--- src/hw/rtl/ipv4_cidr_text_parser_assert.svh ---
// Assertion macros used by the parser RTL in icp_parse.
// Each macro expects clk and arst_n in the scope where it is used.
`ifndef IPV4_CIDR_TEXT_PARSER_ASSERT_SVH
`define IPV4_CIDR_TEXT_PARSER_ASSERT_SVH

`ifndef NO_ASSERTIONS

// Check a property on every clock edge outside reset.
`define ICP_ASSERT(label, prop, msg) \
	label: assert property (@(posedge clk) disable iff (!arst_n) prop) else $error(msg);

// Check that a condition holds in the cycle after a trigger.
`define ICP_ASSERT_NEXT(label, trig, cond, msg) \
	label: assert property (@(posedge clk) disable iff (!arst_n) (trig) |=> (cond)) \
		else $error(msg);

`else

`define ICP_ASSERT(label, prop, msg)
`define ICP_ASSERT_NEXT(label, trig, cond, msg)

`endif

`endif

--- src/hw/rtl/icp_pkg.sv ---
package icp_pkg;

	// Character codes
	localparam logic [7:0] ChSpace  = 8'd32;
	localparam logic [7:0] ChTab    = 8'd9;
	localparam logic [7:0] ChCr     = 8'd13;
	localparam logic [7:0] ChDot    = 8'd46;
	localparam logic [7:0] ChSlash  = 8'd47;
	localparam logic [7:0] ChZero   = 8'd48;
	localparam logic [7:0] ChNine   = 8'd57;
	localparam logic [7:0] ChUpperA = 8'd65;
	localparam logic [7:0] ChUpperZ = 8'd90;
	localparam logic [7:0] ChLowerA = 8'd97;
	localparam logic [7:0] ChLowerL = 8'd108;
	localparam logic [7:0] CaseFold = 8'd32;

	// Limits and saturation values
	localparam logic [8:0]  OctetMax   = 9'd255;
	localparam logic [8:0]  OctetSat   = 9'd256;
	localparam logic [5:0]  PrefixMax  = 6'd32;
	localparam logic [5:0]  PrefixSat  = 6'd33;
	localparam logic [1:0]  KeywordLen = 2'd3;
	localparam logic [1:0]  LastOctet  = 2'd3;
	localparam logic [31:0] MaskOnes   = 32'hFFFF_FFFF;

	// Parse mode register codes
	localparam logic ModeCidr  = 1'b0;
	localparam logic ModePlain = 1'b1;

	typedef enum logic [2:0] {
		PhLead,
		PhOctet,
		PhPstart,
		PhPrefix,
		PhWord,
		PhTrail
	} phase_t;

	typedef struct packed {
		logic [7:0] char_code;
		logic       string_end;
	} in_word_t;

	typedef struct packed {
		logic        ok;
		logic [31:0] network;
		logic [31:0] mask;
		logic [5:0]  prefix_length;
	} out_word_t;

	// Held input word handed to the parser
	typedef struct packed {
		logic     valid;
		in_word_t word;
	} in_slot_t;

	// Result handed to the output register
	typedef struct packed {
		logic      push;
		out_word_t word;
	} result_t;

	function automatic logic is_blank(input logic [7:0] c);
		return (c == ChSpace) || (c >= ChTab && c <= ChCr);
	endfunction

	function automatic logic is_digit(input logic [7:0] c);
		return (c >= ChZero) && (c <= ChNine);
	endfunction

	function automatic logic [7:0] fold_lower(input logic [7:0] c);
		return (c >= ChUpperA && c <= ChUpperZ) ? c + CaseFold : c;
	endfunction

	function automatic logic [31:0] mask_of(input logic [5:0] p);
		logic [5:0] pc;
		logic [5:0] sh;
		pc = (p > PrefixMax) ? PrefixMax : p;
		sh = PrefixMax - pc;
		return (p == 6'd0) ? 32'd0 : (MaskOnes << sh);
	endfunction

endpackage

--- src/hw/rtl/icp_in_stage.sv ---
module icp_in_stage (
	input  logic               clk,
	input  logic               arst_n,
	input  logic               in_valid,
	output logic               in_ready,
	input  icp_pkg::in_word_t  in_word,
	input  logic               advance,
	output icp_pkg::in_slot_t  slot
);

	logic              valid_s1;
	icp_pkg::in_word_t word_s1;

	// Take a new word when the slot is empty or drains this cycle
	assign in_ready = !valid_s1 || advance;

	always_ff @(posedge clk or negedge arst_n) begin
		if (!arst_n) begin
			valid_s1 <= 1'b0;
		end else if (in_valid && in_ready) begin
			valid_s1 <= 1'b1;
		end else if (advance) begin
			valid_s1 <= 1'b0;
		end
	end

	// Load payload on accept
	always_ff @(posedge clk) begin
		if (in_valid && in_ready) begin
			word_s1 <= in_word;
		end
	end

	assign slot.valid = valid_s1;
	assign slot.word  = word_s1;

endmodule

--- src/hw/rtl/icp_parse.sv ---
`include "ipv4_cidr_text_parser_assert.svh"

module icp_parse (
	input  logic               clk,
	input  logic               arst_n,
	input  logic               cfg_we,
	input  logic               cfg_wdata,
	input  icp_pkg::in_slot_t  slot,
	input  logic               out_free,
	output logic               advance,
	output icp_pkg::result_t   res
);

	icp_pkg::phase_t phase_q, phase_n;
	logic [1:0]      idx_q, idx_n;
	logic [8:0]      oct_q, oct_n;
	logic            seen_q, seen_n;
	logic            lz_q, lz_n;
	logic [31:0]     addr_q, addr_n;
	logic [5:0]      pfx_q, pfx_n;
	logic [1:0]      kp_q, kp_n;
	logic            error_q, error_n;
	logic            mode_q;

	logic [7:0]  c;
	logic [7:0]  lc;
	logic [3:0]  d;
	logic        blank;
	logic        digit;
	logic        cidr;
	logic        addr_done;
	logic [11:0] oct_calc;
	logic [8:0]  pfx_calc;
	logic [31:0] addr_commit;
	logic        take;
	logic        is_end;

	logic        r_ok;
	logic [31:0] r_addr;
	logic [5:0]  r_pfx;
	logic [31:0] r_mask;

	// Decode the held character
	assign c           = slot.word.char_code;
	assign lc          = icp_pkg::fold_lower(c);
	assign d           = c[3:0];
	assign blank       = icp_pkg::is_blank(c);
	assign digit       = icp_pkg::is_digit(c);
	assign cidr        = (mode_q == icp_pkg::ModeCidr);
	assign addr_done   = (idx_q == icp_pkg::LastOctet) && seen_q;
	assign oct_calc    = {oct_q, 3'b000} + {2'b00, oct_q, 1'b0} + {8'd0, d};
	assign pfx_calc    = {pfx_q, 3'b000} + {2'b00, pfx_q, 1'b0} + {5'd0, d};
	assign addr_commit = {addr_q[23:0], oct_q[7:0]};

	// Advance unless an end word waits for the output register
	assign is_end  = slot.word.string_end;
	assign advance = slot.valid && (!is_end || out_free);
	assign take    = advance && !is_end && !error_q;

	// Next parse state for one character
	always_comb begin
		phase_n = phase_q;
		idx_n   = idx_q;
		oct_n   = oct_q;
		seen_n  = seen_q;
		lz_n    = lz_q;
		addr_n  = addr_q;
		pfx_n   = pfx_q;
		kp_n    = kp_q;
		error_n = error_q;
		if (advance && is_end) begin
			phase_n = icp_pkg::PhLead;
			idx_n   = '0;
			oct_n   = '0;
			seen_n  = 1'b0;
			lz_n    = 1'b0;
			addr_n  = '0;
			pfx_n   = '0;
			kp_n    = '0;
			error_n = 1'b0;
		end else if (take) begin
			unique case (phase_q)
				icp_pkg::PhLead, icp_pkg::PhOctet: begin
					if (digit) begin
						phase_n = icp_pkg::PhOctet;
						if (lz_q) begin
							error_n = 1'b1;
						end else begin
							if (!seen_q && d == 4'd0) begin
								lz_n = 1'b1;
							end
							seen_n = 1'b1;
							if (oct_calc > 12'(icp_pkg::OctetMax)) begin
								oct_n   = icp_pkg::OctetSat;
								error_n = 1'b1;
							end else begin
								oct_n = oct_calc[8:0];
							end
						end
					end else if (phase_q == icp_pkg::PhLead) begin
						if (cidr && lc == icp_pkg::ChLowerA) begin
							phase_n = icp_pkg::PhWord;
							kp_n    = 2'd1;
						end else if (!blank) begin
							error_n = 1'b1;
						end
					end else if (c == icp_pkg::ChDot && seen_q
							&& idx_q != icp_pkg::LastOctet) begin
						addr_n = addr_commit;
						oct_n  = '0;
						seen_n = 1'b0;
						lz_n   = 1'b0;
						idx_n  = idx_q + 2'd1;
					end else if (c == icp_pkg::ChSlash && cidr && addr_done) begin
						addr_n  = addr_commit;
						oct_n   = '0;
						seen_n  = 1'b0;
						lz_n    = 1'b0;
						phase_n = icp_pkg::PhPstart;
					end else if (blank && addr_done) begin
						addr_n  = addr_commit;
						oct_n   = '0;
						seen_n  = 1'b0;
						lz_n    = 1'b0;
						pfx_n   = icp_pkg::PrefixMax;
						phase_n = icp_pkg::PhTrail;
					end else begin
						error_n = 1'b1;
					end
				end
				icp_pkg::PhPstart, icp_pkg::PhPrefix: begin
					if (digit) begin
						phase_n = icp_pkg::PhPrefix;
						if (pfx_calc > 9'(icp_pkg::PrefixMax)) begin
							pfx_n   = icp_pkg::PrefixSat;
							error_n = 1'b1;
						end else begin
							pfx_n = pfx_calc[5:0];
						end
					end else if (phase_q == icp_pkg::PhPrefix && blank) begin
						phase_n = icp_pkg::PhTrail;
					end else begin
						error_n = 1'b1;
					end
				end
				icp_pkg::PhWord: begin
					if (kp_q != icp_pkg::KeywordLen) begin
						if (lc == icp_pkg::ChLowerL) begin
							kp_n = kp_q + 2'd1;
						end else begin
							error_n = 1'b1;
						end
					end else if (blank) begin
						pfx_n   = '0;
						phase_n = icp_pkg::PhTrail;
					end else begin
						error_n = 1'b1;
					end
				end
				icp_pkg::PhTrail: begin
					if (!blank) begin
						error_n = 1'b1;
					end
				end
				default: begin
					error_n = 1'b1;
				end
			endcase
		end
	end

	// Judge the string at its end word
	always_comb begin
		r_ok   = 1'b0;
		r_addr = '0;
		r_pfx  = '0;
		if (!error_q) begin
			if (phase_q == icp_pkg::PhOctet && addr_done) begin
				r_ok   = 1'b1;
				r_addr = addr_commit;
				r_pfx  = icp_pkg::PrefixMax;
			end else if (phase_q == icp_pkg::PhPrefix) begin
				r_ok   = cidr;
				r_addr = addr_q;
				r_pfx  = pfx_q;
			end else if (phase_q == icp_pkg::PhWord && kp_q == icp_pkg::KeywordLen) begin
				r_ok = cidr;
			end else if (phase_q == icp_pkg::PhTrail) begin
				r_ok   = (cidr || kp_q == 2'd0) && (cidr || pfx_q == icp_pkg::PrefixMax);
				r_addr = (kp_q != 2'd0) ? 32'd0 : addr_q;
				r_pfx  = pfx_q;
			end
		end
	end

	assign r_mask = icp_pkg::mask_of(r_pfx);

	// Build the result word; zero it unless well formed
	always_comb begin
		res.push               = slot.valid && is_end && out_free;
		res.word.ok            = r_ok;
		res.word.network       = r_ok ? (r_addr & r_mask) : 32'd0;
		res.word.mask          = r_ok ? r_mask : 32'd0;
		res.word.prefix_length = r_ok ? r_pfx : 6'd0;
	end

	// Hold parse state and the mode register
	always_ff @(posedge clk or negedge arst_n) begin
		if (!arst_n) begin
			phase_q <= icp_pkg::PhLead;
			idx_q   <= '0;
			oct_q   <= '0;
			seen_q  <= 1'b0;
			lz_q    <= 1'b0;
			addr_q  <= '0;
			pfx_q   <= '0;
			kp_q    <= '0;
			error_q <= 1'b0;
			mode_q  <= icp_pkg::ModeCidr;
		end else begin
			phase_q <= phase_n;
			idx_q   <= idx_n;
			oct_q   <= oct_n;
			seen_q  <= seen_n;
			lz_q    <= lz_n;
			addr_q  <= addr_n;
			pfx_q   <= pfx_n;
			kp_q    <= kp_n;
			error_q <= error_n;
			if (cfg_we) begin
				mode_q <= cfg_wdata;
			end
		end
	end

	`ICP_ASSERT(a_push_on_end, res.push |-> (slot.valid && slot.word.string_end), "result without end word")
	`ICP_ASSERT_NEXT(a_clear_after_end, advance && is_end, phase_q == icp_pkg::PhLead && !error_q && idx_q == 2'd0 && kp_q == 2'd0, "parse state not cleared after end word")
	`ICP_ASSERT(a_fail_zero, (res.push && !res.word.ok) |-> (res.word.mask == 32'd0 && res.word.network == 32'd0 && res.word.prefix_length == 6'd0), "failed result not zeroed")
	`ICP_ASSERT(a_ok_prefix, (res.push && res.word.ok) |-> (res.word.prefix_length <= icp_pkg::PrefixMax), "prefix out of range on good result")
	`ICP_ASSERT(a_octet_sat, 1'b1 |-> (oct_q <= icp_pkg::OctetSat && pfx_q <= icp_pkg::PrefixSat), "accumulator above saturation")

endmodule

--- src/hw/rtl/icp_out_stage.sv ---
module icp_out_stage (
	input  logic               clk,
	input  logic               arst_n,
	input  icp_pkg::result_t   res,
	output logic               out_free,
	output logic               out_valid,
	input  logic               out_ready,
	output icp_pkg::out_word_t out_word
);

	logic               valid_q;
	icp_pkg::out_word_t word_q;

	// Free when empty or when the held word leaves this cycle
	assign out_free = !valid_q || out_ready;

	always_ff @(posedge clk or negedge arst_n) begin
		if (!arst_n) begin
			valid_q <= 1'b0;
		end else if (res.push) begin
			valid_q <= 1'b1;
		end else if (out_ready) begin
			valid_q <= 1'b0;
		end
	end

	// Load result payload
	always_ff @(posedge clk) begin
		if (res.push) begin
			word_q <= res.word;
		end
	end

	assign out_valid = valid_q;
	assign out_word  = word_q;

endmodule

--- src/hw/rtl/ipv4_cidr_text_parser.sv ---
// IPv4 dotted-decimal / CIDR text parser.
// Input channel (in_valid/in_ready/in_word): one character word per cycle,
// then a word with string_end set; char_code is ignored on that word.
// Output channel (out_valid/out_ready/out_word): one result word per end
// word with ok, network, mask and prefix_length; all zero when not ok.
// Configuration: cfg_we writes cfg_wdata into the parse mode (0 = CIDR with
// /prefix and the keyword all, 1 = plain address); reset value is CIDR.
// Throughput: one word per cycle unless an end word waits; the parse
// update is combinational between the input and result registers.
// Result: the end word is registered in the input register, and out_valid
// rises when the result register loads from the input register.
// Stall: character words keep flowing while a result waits; an end word
// holds in the input register until the result register frees, and
// in_ready drops while it holds.
// Reset: clears the parse state, empties both registers, sets CIDR mode.
module ipv4_cidr_text_parser (
	input  logic               clk,
	input  logic               arst_n,
	input  logic               in_valid,
	output logic               in_ready,
	input  icp_pkg::in_word_t  in_word,
	output logic               out_valid,
	input  logic               out_ready,
	output icp_pkg::out_word_t out_word,
	input  logic               cfg_we,
	input  logic               cfg_wdata
);

	icp_pkg::in_slot_t slot;
	icp_pkg::result_t  res;
	logic              advance;
	logic              out_free;

	icp_in_stage u_in (
		.clk      (clk),
		.arst_n   (arst_n),
		.in_valid (in_valid),
		.in_ready (in_ready),
		.in_word  (in_word),
		.advance  (advance),
		.slot     (slot)
	);

	icp_parse u_parse (
		.clk       (clk),
		.arst_n    (arst_n),
		.cfg_we    (cfg_we),
		.cfg_wdata (cfg_wdata),
		.slot      (slot),
		.out_free  (out_free),
		.advance   (advance),
		.res       (res)
	);

	icp_out_stage u_out (
		.clk       (clk),
		.arst_n    (arst_n),
		.res       (res),
		.out_free  (out_free),
		.out_valid (out_valid),
		.out_ready (out_ready),
		.out_word  (out_word)
	);

endmodule

--- config.mk ---
export PLATFORM = sky130hd
export DESIGN_NAME = ipv4_cidr_text_parser
export DESIGN_NICKNAME = d
export VERILOG_FILES = /design/src/hw/rtl/icp_pkg.sv /design/src/hw/rtl/icp_in_stage.sv /design/src/hw/rtl/icp_parse.sv /design/src/hw/rtl/icp_out_stage.sv /design/src/hw/rtl/ipv4_cidr_text_parser.sv
export VERILOG_INCLUDE_DIRS = /design/src /design/src/hw/rtl
export SDC_FILE = /design/constraint.sdc
export NUM_CORES = 1
export LEC_CHECK = 0
export BUFFER_PORTS_ARGS = -buffer_cell sky130_fd_sc_hd__buf_2
export CORE_ASPECT_RATIO = 0.75
export CORE_UTILIZATION = 47
export DETAILED_ROUTE_END_ITERATION = 8
export PLACE_DENSITY = 0.67
export REMOVE_ABC_BUFFERS = 1
export SLEW_MARGIN = 5
export SYNTH_ARGS = -nofsm -noshare
export SYNTH_HDL_FRONTEND = slang
export SYNTH_SLANG_ARGS = --single-unit
--- constraint.sdc ---
create_clock -name clk -period 6.12 [get_ports clk]
set_input_delay 0.612 -clock clk [delete_from_list [all_inputs] [get_ports clk]]
set_output_delay 0.612 -clock clk [all_outputs]
set_load 0.03 [all_outputs]
# After elaboration in Yosys (flattened, before gate mapping)
# Index checks and enable logic that the tools add are counted.
# word_totals
mem_bits_ro,0
ff_bits,140
wordCells,249
mem_bits_rw,0
input_bits,15
latchBits,0
mem_count,0
# classes
shift,1
n_eq_ne,42
n_mul,0
n_addsub,8
mux,112
n_bitwise,2
div,0
n_lt_le_gt_ge,9
n_reduce_logical,57
# ops
cell,n
32-bit two-way mux,15
6-bit two-way mux,17
9-bit two-way mux,10
1-bit two-way mux,40
3-bit two-way mux,12
32-bit bitwise AND,1
32-bit by 6-bit << shifter with 32-bit output (first input constant),1
2-bit two-way mux,13
8-bit by 6-bit equality test with 1-bit output (second input constant),3
3-bit by 1-bit != test with 1-bit output (second input constant),8
1-bit logical AND,22
6-bit one-hot mux with 3 select lines,1
8-bit by 7-bit equality test with 1-bit output (second input constant),2
5-bit by 2-bit != test with 1-bit output (second input constant),3
5-bit AND reduction,3
12-bit by 10-bit adder with 12-bit output,1
12-bit by 4-bit adder with 12-bit output,1
12-bit by 8-bit greater-than comparator with 1-bit output (second input constant),1
3-bit by 2-bit != test with 1-bit output (second input constant),4
2-bit nonzero test,6
5-bit by 3-bit != test with 1-bit output (second input constant),2
10-bit AND reduction,1
9-bit by 4-bit adder with 9-bit output,1
9-bit by 7-bit adder with 9-bit output,1
other kinds (44),62

# Longest topological paths before layout
# Gate-level depths: netlist (run 1).
# logic_depth
word_depth,12
depth_mapped,17
mapped_depth_nobuf,14

# Hierarchy
# Synthesis (run 1) repeated with hierarchy kept, for this count alone.
# hier_totals
cells_unflattened,661
area_unflattened_um2,7474.7
# by_module_without_submodules
mod,seq_area_each_um2,cells_per_inst,instances,area_per_inst_um2
icp_parse,1451.4,573,1,4963.5
icp_out_stage,2157.1,74,1,2179.6
icp_in_stage,295.3,14,1,331.6

# Worst setup path after synthesis (run 1)
# No wires, ideal clock.
# synth_path
kind,input port to flip-flop
startpoint,input port out_ready
endpoint,register u_parse.pfx_q[5]
arrival_ns,3.584
cell_stages,5
slack_ns,2.291
t_required_ns,5.875
setup_time_ns,0.245
path_cell_list,nand2b_1 > nand3_1 > clkinv_1 > clkbuf_1 > o41ai_1
# synth_via
elab_chain_len,7
word_cells_on_any_way,18
cone_classes,eq/ne (8); mux (1); reduce/logical (9)
# synth_lines
item,line_no,rtl
"start, declared",ipv4_cidr_text_parser.sv:23,"input logic out_ready,"
1-bit logical OR *,icp_out_stage.sv:15,assign out_free = !valid_q || out_ready;
1-bit logical OR *,icp_parse.sv:57,assign advance = slot.valid && (!is_end || out_free);
1-bit logical AND *,icp_parse.sv:57,
1-bit logical AND (2 in a row),icp_parse.sv:58,assign take = advance && !is_end && !error_q;
2-bit nonzero test (no source line),n/a,
10-bit AND reduction (no source line),n/a,
"end signal, assigned",icp_parse.sv:227,pfx_q <= pfx_n;
"end, declared",icp_parse.sv:20,"logic [5:0] pfx_q, pfx_n;"
# Mark *: on every way between the ends. The rest lies on a longest branch, timed or not.
# A chain may end at the register's enable or synchronous reset.

# Final worst setup path (run 1)
# layout_path
startpoint,register u_in.word_s1 (netlist bit u_in.slot[4])
endpoint,register u_parse.error_q
# layout_via
elab_chain_len,10
word_cells_on_any_way,46
cone_classes,add/sub (3); order compare (8); eq/ne (13); mux (10); reduce/logical (12)
# layout_lines
item,line_no,rtl
"start, declared",icp_in_stage.sv:12,icp_pkg::in_word_t word_s1;
"start signal, assigned",icp_in_stage.sv:30,word_s1 <= in_word;
branches (longest 10 deep; another with 12-bit by 4-bit adder with 12-bit output),n/a,
"end signal, assigned",icp_parse.sv:229,error_q <= error_n;
"end, declared",icp_parse.sv:22,"logic error_q, error_n;"
# Several ways; the timed one is not identified. The select of a mux whose other input is x is not followed.

==> qor.txt, run 1 <==
Max Freq = 263 MHz
CP startpoint kind = flop
first-pass GRT wire length = 27.3 mm
PnR worst setup slack = 2320 ps
CP required = 6430 ps
post-CTS setup buffers = 0
layout cell share with drive strength beyond 1 = 17.7%
Mapped Cells = 702
worst hold path class = input pin to async pin
wire length per cell = 16.7 um
# DRC = 0
Synth area leader = edfxtp_1
placer's final routability congestion estimate = 0.862
final wirelength = 16.7 mm
grt met3 use = 4.56%
largest net degree at the start of global routing = 74
initial antenna violation count = 0
Resized Gates After CTS = 0
register area share after synthesis = 53.5%
max cap viols = 0
Max Clock Skew = 8.89 ps
crit path DAT = 4110 ps
Initial DRT Pass Iterations = 5
DRC marker count from the first detailed-route iteration = 472
met2 Use GR = 36.1%
Setup CP Type = flop to flop
row count = 39
post-detailed-route count of antenna-violating nets = 0
DP Worst Slack = 2400 ps
area grow syn2layout = 16.5%
die area = 0.0160 sq mm
hold violation total from the final report = 0
vias in the first global route = 5324
final core utilization = 56.0%
vias per std cell = 5.59
crit path time final = 3800 ps
diode count = 0
CTS tree = built
busiest grt layer = met2
CTS clk-pin slew, worst paths = 60 ps
Post-synth ARST share = 42.9%
Least-Margin Pin Slew = 925 ps
Pins Over Slew Limit = 0
VDD IR max = 0.231 mV
most common cell after layout, fill and taps aside = nand2_1
Syn Area/Cell = 10.4 sq um
Die Ht = 110 um
post-synth top area share = 32.9%
Clock Latency Late Sink = 430 ps
top cells by area, synth = edfxtp_1, dfrtp_1, ha_1
# port buffers = 87
Sink Count = 140
grt met1 use = 29.7%
TNS Setup = 0 ps
Synth cell types = 61
leak pwr = 3.48 nW
nets = 838
#FFs+latches synth = 140
Main synth FF type = edfxtp_1
DPL Wire Length = 11.4 mm
status = finished, final reports clean
synth warn = 0
H-tree depth = 4
Clock Path Buffers = 2
total I/O pin count = 88
Die X = 146 um
EDFF count, synth = 80
final setup fails = 0
TritonCTS Buffers = 17
Power Density = 285 mW/mm^2
core area = 0.0152 sq mm
Setup crit end kind = flop
clk root buf = clkbuf_16
highest-count cells in the layout ignoring fill and taps = nand2_1, buf_2, edfxtp_1
Starting Density = 48.1%
cts hold-fix bufs = 0
global route total overflow = 0
CP max FO = 9
Total GRT Usage = 22.2%
Mapped Area = 0.00730 sq mm
period utilisation layout = 62.0%
Max-slew headroom = 38.2%
unrepaired setup endpoints after global routing = no
DR vias = 5586
## logic make-up (layout without fill, tap and decap cells)
group / Yosys count / count (layout) / share of synthesized area, %
and+or+nand+nor: 262 / 262 / 17.5
AOI/OAI and AO/OA: 186 / 186 / 16.4
DFF: 140 / 140 / 53.5
buffers and inverters: 59 / 152 / 3.31
adders and majority gates: 41 / 41 / 7.44
xor gates and xnor gates: 10 / 10 / 1.20
muxes: 4 / 4 / 0.600
## cell usage after synthesis (7+ instances only)
cell type	instances
ha_1	37
nand2_1	91
nand4_1	7
nand3_1	14
clkbuf_1	27
nor3_1	19
nor2_1	55
a21oi_1	39
nand2b_1	8
and2_1	11
a22oi_1	33
dfrtp_1	60
o21ai_0	58
nor2b_1	26
o31ai_1	11
edfxtp_1	80
xor2_1	7
a22o_1	10
inv_1	26
## critical path: stages, from the launching register on
cell	delay (ps)
edfxtp_1	550
fa_1	630
inv_1	70
fa_1	460
nand2b_1	210
a21oi_1	280
nor4_1	80
a311oi_1	440
nand3_1	310
o221ai_1	280
mux2_2	360
## power breakdown
group	switching (mW)	internal (mW)
Sequential	0.0609	1.04
Combinational	0.216	0.0912
Clock	0.412	0.604
## worst paths after layout
path	from	endpoint	slack, ps	cells after the start
max reg2reg	u_in.slot[4]$_DFFE_PP_	u_parse.error_q$_DFFE_PN0P_	2320	10
min reg2reg	u_parse.addr_q[25]$_DFFE_PN0P_	u_parse.addr_q[25]$_DFFE_PN0P_	480	2
max	u_in.slot[4]$_DFFE_PP_	u_parse.error_q$_DFFE_PN0P_	2320	10
max in group asynchronous	arst_n	u_parse.kp_q[1]$_DFFE_PN0P_	5230	2
min	arst_n	u_parse.addr_q[30]$_DFFE_PN0P_	350	2
min in group clk	in_word[0]	u_in.slot[0]$_DFFE_PP_	360	1
## sequential cells by signal, indices dropped and copies added, names as in the netlist, 2 cells and up
| register | cells |
|---|---|
| u_parse.oct_q | 9 |
| u_parse.addr_q | 32 |
| u_parse.pfx_q | 6 |
| u_parse.idx_q | 2 |
| u_out.out_word | 71 |
| u_parse.kp_q | 2 |
| u_in.slot | 9 |
| u_parse.phase_q | 3 |
## final cells by class
type                       count  area [sq um]
timing repair buffer          92           473
inverter                      28           109
clock inverter                12           141
sequential                   140          3900
fill                        1333          6680
tap                          205           256
multi-input combinational    503          3180
clock buffer                  20           437
## routing by layer
layer	wire length, um	vias to the layer above
met4	216	0
met1	7640	2651
met2	7870	192
met3	965	21
li1	-	2722
met5	0	-
## metrics by stage
step	power (mW)	std cells	cell area, sq um	hold WS [ps]
finish	2.42	1000	8500	354
global route	2.52	1000	8500	348
CTS	2.43	1000	8500	350
detailed placement	1.42	968	7920	471
global placement	1.42	968	7920	463
floorplan	1.31	671	7160	316
(Power assumes the default switching activity.)
==> inputs of run 2 (changes only) <==
Settings changed: PLACE_DENSITY 0.67 to 0.69.
Clock period 6.12 ns to 3.1 ns, I/O delays scaled along.
==> qor.txt, run 2 (same netlist as run 1, synthesis figures left out) <==
CP startpoint kind = flop
Sw Ratio = 29.7% (+1.2 points)
Int Pwr = 3.38 mW (+95%)
placer's final routability congestion estimate = 0.905 (+5.0%)
# DRC = 0 (unchanged)
most common cell after layout, fill and taps aside = nand2_1
final wirelength = 18.3 mm (+9.4%)
CTS tree = built
area of the multi-input gates = 0.00346 sq mm (+8.7%)
crit path time final = 3070 ps (-722 ps)
core area = 0.0152 sq mm (unchanged)
Clock power frac = 39.4% (-2.5 points)
VDD IR max = 0.393 mV (+70%)
Clock Path Buffers = 2 (unchanged)
Clock Latency Late Sink = 420 ps (about the same)
initial antenna violation count = 0 (unchanged)
CP required = 3410 ps (-3020 ps)
clk root buf = clkbuf_16
worst hold path class = input pin to flop
Die Ht = 110 um (unchanged)
max cap viols = 0 (unchanged)
TritonCTS Buffers = 17 (unchanged)
Seq pwr share = 44.3% (-1.1 points)
global route total overflow = 0 (unchanged)
DR vias = 5908 (+5.8%)
die area = 0.0160 sq mm (unchanged)
vias in the first global route = 5596 (+5.1%)
Starting Density = 48.1% (unchanged)
H-tree depth = 4 (unchanged)
Setup crit end kind = flop
logic gate share of total power = 16.3% (+3.6 points)
fillcell total = 1192 (-11%)
CP max FO = 5 (-4)
hold violation total from the final report = 0 (unchanged)
final setup fails = 0 (unchanged)
Max-slew headroom = 43.8% (+5.5 points)
vias per std cell = 5.54 (-0.88%)
first-pass GRT wire length = 28.0 mm (+2.7%)
CTS clk-pin slew, worst paths = 60 ps (about the same)
Max Freq = 325 MHz (+23%)
Initial DRT Pass Iterations = 5 (unchanged)
Total GRT Usage = 22.8% (+0.64 points)
Reg area = 0.00390 sq mm (unchanged)
row count = 39 (unchanged)
NetSw = 1.43 mW (+110%)
unrepaired setup endpoints after global routing = yes
DPL Wire Length = 12.5 mm (+9.9%)
total I/O pin count = 88 (unchanged)
Die X = 146 um (unchanged)
R2R Path Start = u_parse.pfx_q[2]$_DFFE_PN0P_
post-detailed-route count of antenna-violating nets = 0 (unchanged)
hold_sp = in_word[8]
layout cell share with drive strength beyond 1 = 30.2% (+12 points)
crit path DAT = 3380 ps (-730 ps)
Pins Over Slew Limit = 0 (unchanged)
diode count = 0 (unchanged)
max FFs per register = 71 (unchanged)
Sink Count = 140 (unchanged)
power consumption = 4.81 mW (+98%)
Least-Margin Pin Slew = 843 ps (-81.2 ps)
highest-count cells in the layout ignoring fill and taps = nand2_1, buf_2, edfxtp_1
Max Clock Skew = 7.86 ps (-1.04 ps)
# port buffers = 87 (unchanged)
period utilisation layout = 99.1% (+37 points)
final design area excluding fillers = 0.00927 sq mm (+9.1%)
Power Density = 518 mW/mm^2 (+82%)
area grow syn2layout = 27.1%
Setup CP Type = flop to flop
CP Launch Point = u_parse.pfx_q[2]$_DFFE_PN0P_
nets = 905 (+8.0%)
leak pwr = 3.87 nW (+11%)
instance area at placement = 0.00833 sq mm (+5.2%)
largest net degree at the start of global routing = 69 (-6.8%)
DRC marker count from the first detailed-route iteration = 384 (-19%)
status = finished, final reports clean
wire length per cell = 17.1 um (+2.6%)
==> run 2: metrics by stage <==
step                      hold slack (ps)  cells  util (%)  setup slack [ps]  setup TNS [ps]
final                                58.5   1067      61.1              26.6               0
after global routing                 42.6   1067      61.1             -46.7            -306
after CTS                            45.6   1065      59.6             0.748               0
after detailed placement              350   1022      54.9              -261           -5570
after global placement                346   1022      54.9              -216           -1890
after floorplan                      14.4    671         -             -3430         -202930
==> run 2: per-layer routing <==
metal  GRT usage (%)  vias to the layer above  routed length, um  share of wire, %
met4            8.35                        0                263               1.4
met2            36.6                      171               8400                46
met3            5.06                       23                887               4.9
met1            30.6                     2857               8720                48
li1                -                     2857                  -                 -
met5               0                        -                  0                 0
==> run 2: critical path, cell delays in order (launching register included) <==
cell	delay (ps)
dfrtp_1	380
buf_4	150
buf_4	140
buf_4	130
ha_1	280
ha_1	370
o21ai_1	270
a21oi_4	60
buf_4	140
a311oi_1	320
nand3_1	190
o221ai_2	200
mux2_4	320
==> run 2: timing repair <==
| action | CTS | global route |
|---|---|---|
| gates resized for setup | 20 | 50 |
| gates cloned | 0 | 1 |
| setup buffers | 11 | 2 |
| setup endpoints to repair | 64 | 71 |
| hold buffers | 1 | 0 |
| hold endpoints to repair | 25 | 0 |
| pin swaps | 5 | 23 |
==> run 2: power by group through the flow <==
stage	combinational, mW	sequential, mW	clock (mW)
final	0.782	2.13	1.90
after global routing	0.856	2.14	1.99
after CTS	0.747	2.12	1.92
after detailed placement	0.714	2.16	0
after global placement	0.707	2.16	0
after floorplan	0.336	2.25	0
==> run 2: area by class of cell <==
cell class,instances,area share [%]
Clock inverter,14,1.20
Clock buffer,18,4.74
Multi-Input combinational cell,504,37.3
Inverter,28,1.20
Tap cell,205,2.77
Timing Repair Buffer,158,10.7
Sequential cell,140,42.1
==> run 2: worst paths after layout <==
kind / to / slack (ps) / cells past startpoint
max: u_parse.error_q$_DFFE_PN0P_ / 30 / 12
min: u_in.slot[8]$_DFFE_PP_ / 60 / 1
min in group asynchronous: u_parse.addr_q[30]$_DFFE_PN0P_ / 430 / 2
min reg2reg: u_parse.addr_q[31]$_DFFE_PN0P_ / 490 / 2
max reg2reg: u_parse.error_q$_DFFE_PN0P_ / 30 / 12
max in group asynchronous: u_parse.idx_q[0]$_DFFE_PN0P_ / 1740 / 3
==> inputs of run 3 (changes only) <==
Settings changed: SYNTH_HIERARCHICAL set to 1.
==> qor.txt, run 3 <==
status = finished, final reports clean
DR vias = 5679 (-3.9%)
DP Worst Slack = -109 ps (+152 ps)
CTS clk-pin slew, worst paths = 60 ps (about the same)
Max-slew headroom = 35.7% (-8.1 points)
Main synth FF type = edfxtp_1
Synth cell types = 80 (+31%)
post-detailed-route count of antenna-violating nets = 0 (unchanged)
period utilisation layout = 96.4% (-2.8 points)
crit path time final = 2990 ps (-86.4 ps)
Seq pwr share = 40.6% (-3.7 points)
PnR worst setup slack = 113 ps (+86.4 ps)
leak pwr = 3.98 nW (+3.0%)
Die Ht = 111 um (+1.2%)
Clock power frac = 37.7% (-1.7 points)
row count = 39 (unchanged)
CP startpoint kind = flop
main combinational cell family by area after synthesis = compound AO/OA/AOI/OAI gates
hold violation total from the final report = 0 (unchanged)
Total GRT Usage = 22.0% (-0.77 points)
Max Clock Skew = 11.7 ps (+3.81 ps)
highest-count cells in the layout ignoring fill and taps = buf_2, edfxtp_1, dfrtp_1
R2R depth = 12 (unchanged)
first-pass GRT wire length = 28.1 mm (+0.47%)
placer's final routability congestion estimate = 0.906 (+0.12%)
Int Pwr = 3.68 mW (+9.0%)
Synth area leader = edfxtp_1
diode count = 0 (unchanged)
DPL Wire Length = 12.6 mm (+0.33%)
TritonCTS Buffers = 17 (unchanged)
nets = 833 (-8.0%)
Post-Synth Adder-Cell Area = 7.26% (-0.18 points)
Setup crit end kind = flop
wire length on met3 = 1.09 mm (+23%)
Mapped Area = 0.00747 sq mm (+2.4%)
metal2 WL = 7.87 mm (-6.3%)
worst hold path class = input pin to flop
largest net degree at the start of global routing = 78 (+13%)
Initial DRT Pass Iterations = 5 (unchanged)
# port buffers = 87 (unchanged)
mux cell area share after synthesis = 2.11% (+1.5 points)
post-synthesis simple-gate area fraction = 14.6% (-2.9 points)
total I/O pin count = 88 (unchanged)
Syn Area/Cell = 11.3 sq um (+8.8%)
DRC marker count from the first detailed-route iteration = 586 (+53%)
final wirelength = 17.5 mm (-4.3%)
area grow syn2layout = 21.6%
Post-synth ARST share = 42.9% (unchanged)
Metal-1 WL = 8.31 mm (-4.7%)
die area = 0.0164 sq mm (+2.4%)
wire length per cell = 17.6 um (+2.6%)
most numerous cell in the Yosys netlist = edfxtp_1
CTS tree = built
initial antenna violation count = 0 (unchanged)
hold_sp = in_word[5]
VDD IR max = 0.484 mV (+23%)
R2R Path Start = u_in/slot[4]$_DFFE_PP_
logic gate share of total power = 21.6% (+5.3 points)
top layer reached by signal wires = met4
Sink Count = 140 (unchanged)
most common cell after layout, fill and taps aside = buf_2
crit path DAT = 3330 ps (-50 ps)
Sw Ratio = 32.3% (+2.6 points)
Post-Synth XOR/XNOR Area = 1.05% (-0.15 points)
fillcell total = 1301 (+9.1%)
Hold Path Depth = 1 (unchanged)
core area = 0.0154 sq mm (+1.3%)
worst hold slack = 64.2 ps (+5.73 ps)
Setup CP Type = flop to flop
EDFF count, synth = 80 (unchanged)
max FFs per register = 71 (unchanged)
global route total overflow = 0 (unchanged)
Synth Area in Compound Gates = 18.4% (+2.0 points)
FF-to-FF End = u_parse/pfx_q[1]$_DFFE_PN0P_
power consumption = 5.44 mW (+13%)
# DRC = 0 (unchanged)
#FFs+latches synth = 140 (unchanged)
Starting Density = 48.6% (+0.55 points)
most instantiated cells after synthesis = edfxtp_1, dfrtp_1, nand2_1
vias per std cell = 5.71 (+3.1%)
post-synth top area share = 32.1% (-0.78 points)
NetSw = 1.75 mW (+23%)
Clock Path Buffers = 2 (unchanged)
Pins Over Slew Limit = 0 (unchanged)
final setup fails = 0 (unchanged)
synth warn = 6 (+6)
Least-Margin Pin Slew = 965 ps (+122 ps)
Die X = 148 um (+1.2%)
Power Density = 598 mW/mm^2 (+15%)
CP max FO = 3 (-2)
Clock Latency Late Sink = 420 ps (about the same)
vias in the first global route = 5440 (-2.8%)
Max Freq = 335 MHz (+2.9%)
layout cell share with drive strength beyond 1 = 28.9% (-1.3 points)
top cells by area, synth = edfxtp_1, dfrtp_1, ha_1
clk root buf = clkbuf_16
max cap viols = 0 (unchanged)
CP required = 3440 ps (+30 ps)
WHS Endpoint = u_in/slot[5]$_DFFE_PP_
Mapped Cells = 661 (-5.8%)
flop2flop setup slack = 110 ps (+90 ps)
H-tree depth = 4 (unchanged)
register area share after synthesis = 52.2% (-1.3 points)
==> run 3: cells by family after synthesis <==
logic type / count (synthesis)
AO/OA/AOI/OAI: 180
XOR/XNOR: 9
adder cells (fa/ha/maj): 41
buffers and inverters: 74
flip-flops: 140
multiplexers: 15
AND/OR/NAND/NOR: 202
==> run 3: layout make-up <==
type                       instances  area [sq um]  area share, %
multi-input combinational        447          3380           37.2
tap                              205           256           2.82
timing repair buffer             133           796           8.76
sequential                       140          3910           43.0
inverter                          38           144           1.58
clock buffer                      17           425           4.68
clock inverter                    15           184           2.02
==> run 3: timing repair <==
item	4_1_cts	5_1_grt
resized for setup	2	23
setup endpoints to repair	4	67
setup buffers	0	2
hold endpoints to repair	11	0
pin swaps	0	10
hold buffers	1	0
==> run 3: routing by layer <==
metal  up-vias  global-route usage, %
li1       2702                      -
met1      2785                   32.1
met2       176                   33.0
met3        16                   4.36
met4         0                   6.74
met5         -                      0
==> run 3: worst max-delay path, stage by stage, from the launching register on <==
cell and delay (ps):
edfxtp_1 400, buf_4 160, fa_1 530, inv_1 60, fa_2 370, xor2_2 190, nand4_1 170, mux2i_1 210
o2111ai_2 210, nor3_4 280, buf_4 150, nand2_1 50, mux2i_1 120
==> run 3: power groups by stage <==
stage	Combinational [mW]	Clock (mW)	Sequential [mW]
final	1.17	2.05	2.21
after floorplan	0.576	0	2.41
after global placement	1.11	0	2.24
after detailed placement	1.13	0	2.25
after global routing	1.28	2.16	2.23
after CTS	1.14	2.08	2.21
==> run 3: per-stage QoR <==
step / utilization (%) / setup TNS, ps / area, sq um / instances
4_1_cts: 58.4 / -90.8 / 8980 / 993
6_report: 59.1 / 0 / 9090 / 995
3_5_place_dp: 54.3 / -168 / 8340 / 960
5_1_grt: 59.1 / -262 / 9090 / 995
3_3_place_gp: 54.3 / 0 / 8340 / 960
2_1_floorplan: - / -47560 / 7300 / 625
==> run 3: how the worst max path moves through the flow <==
stage	start	endpoint	slack [ps]
after floorplan	u_out/out_valid$_DFFE_PN0P_	u_parse/addr_q[0]$_DFFE_PN0P_	-1160
after global placement	u_in/slot[4]$_DFFE_PP_	u_parse/error_q$_DFFE_PN0P_	130
after detailed placement	u_in/slot[4]$_DFFE_PP_	u_parse/error_q$_DFFE_PN0P_	-110
after CTS	u_in/slot[4]$_DFFE_PP_	u_parse/pfx_q[1]$_DFFE_PN0P_	-30
after global routing	u_in/slot[3]$_DFFE_PP_	u_parse/pfx_q[2]$_DFFE_PN0P_	-110
final	u_in/slot[4]$_DFFE_PP_	u_parse/pfx_q[1]$_DFFE_PN0P_	110
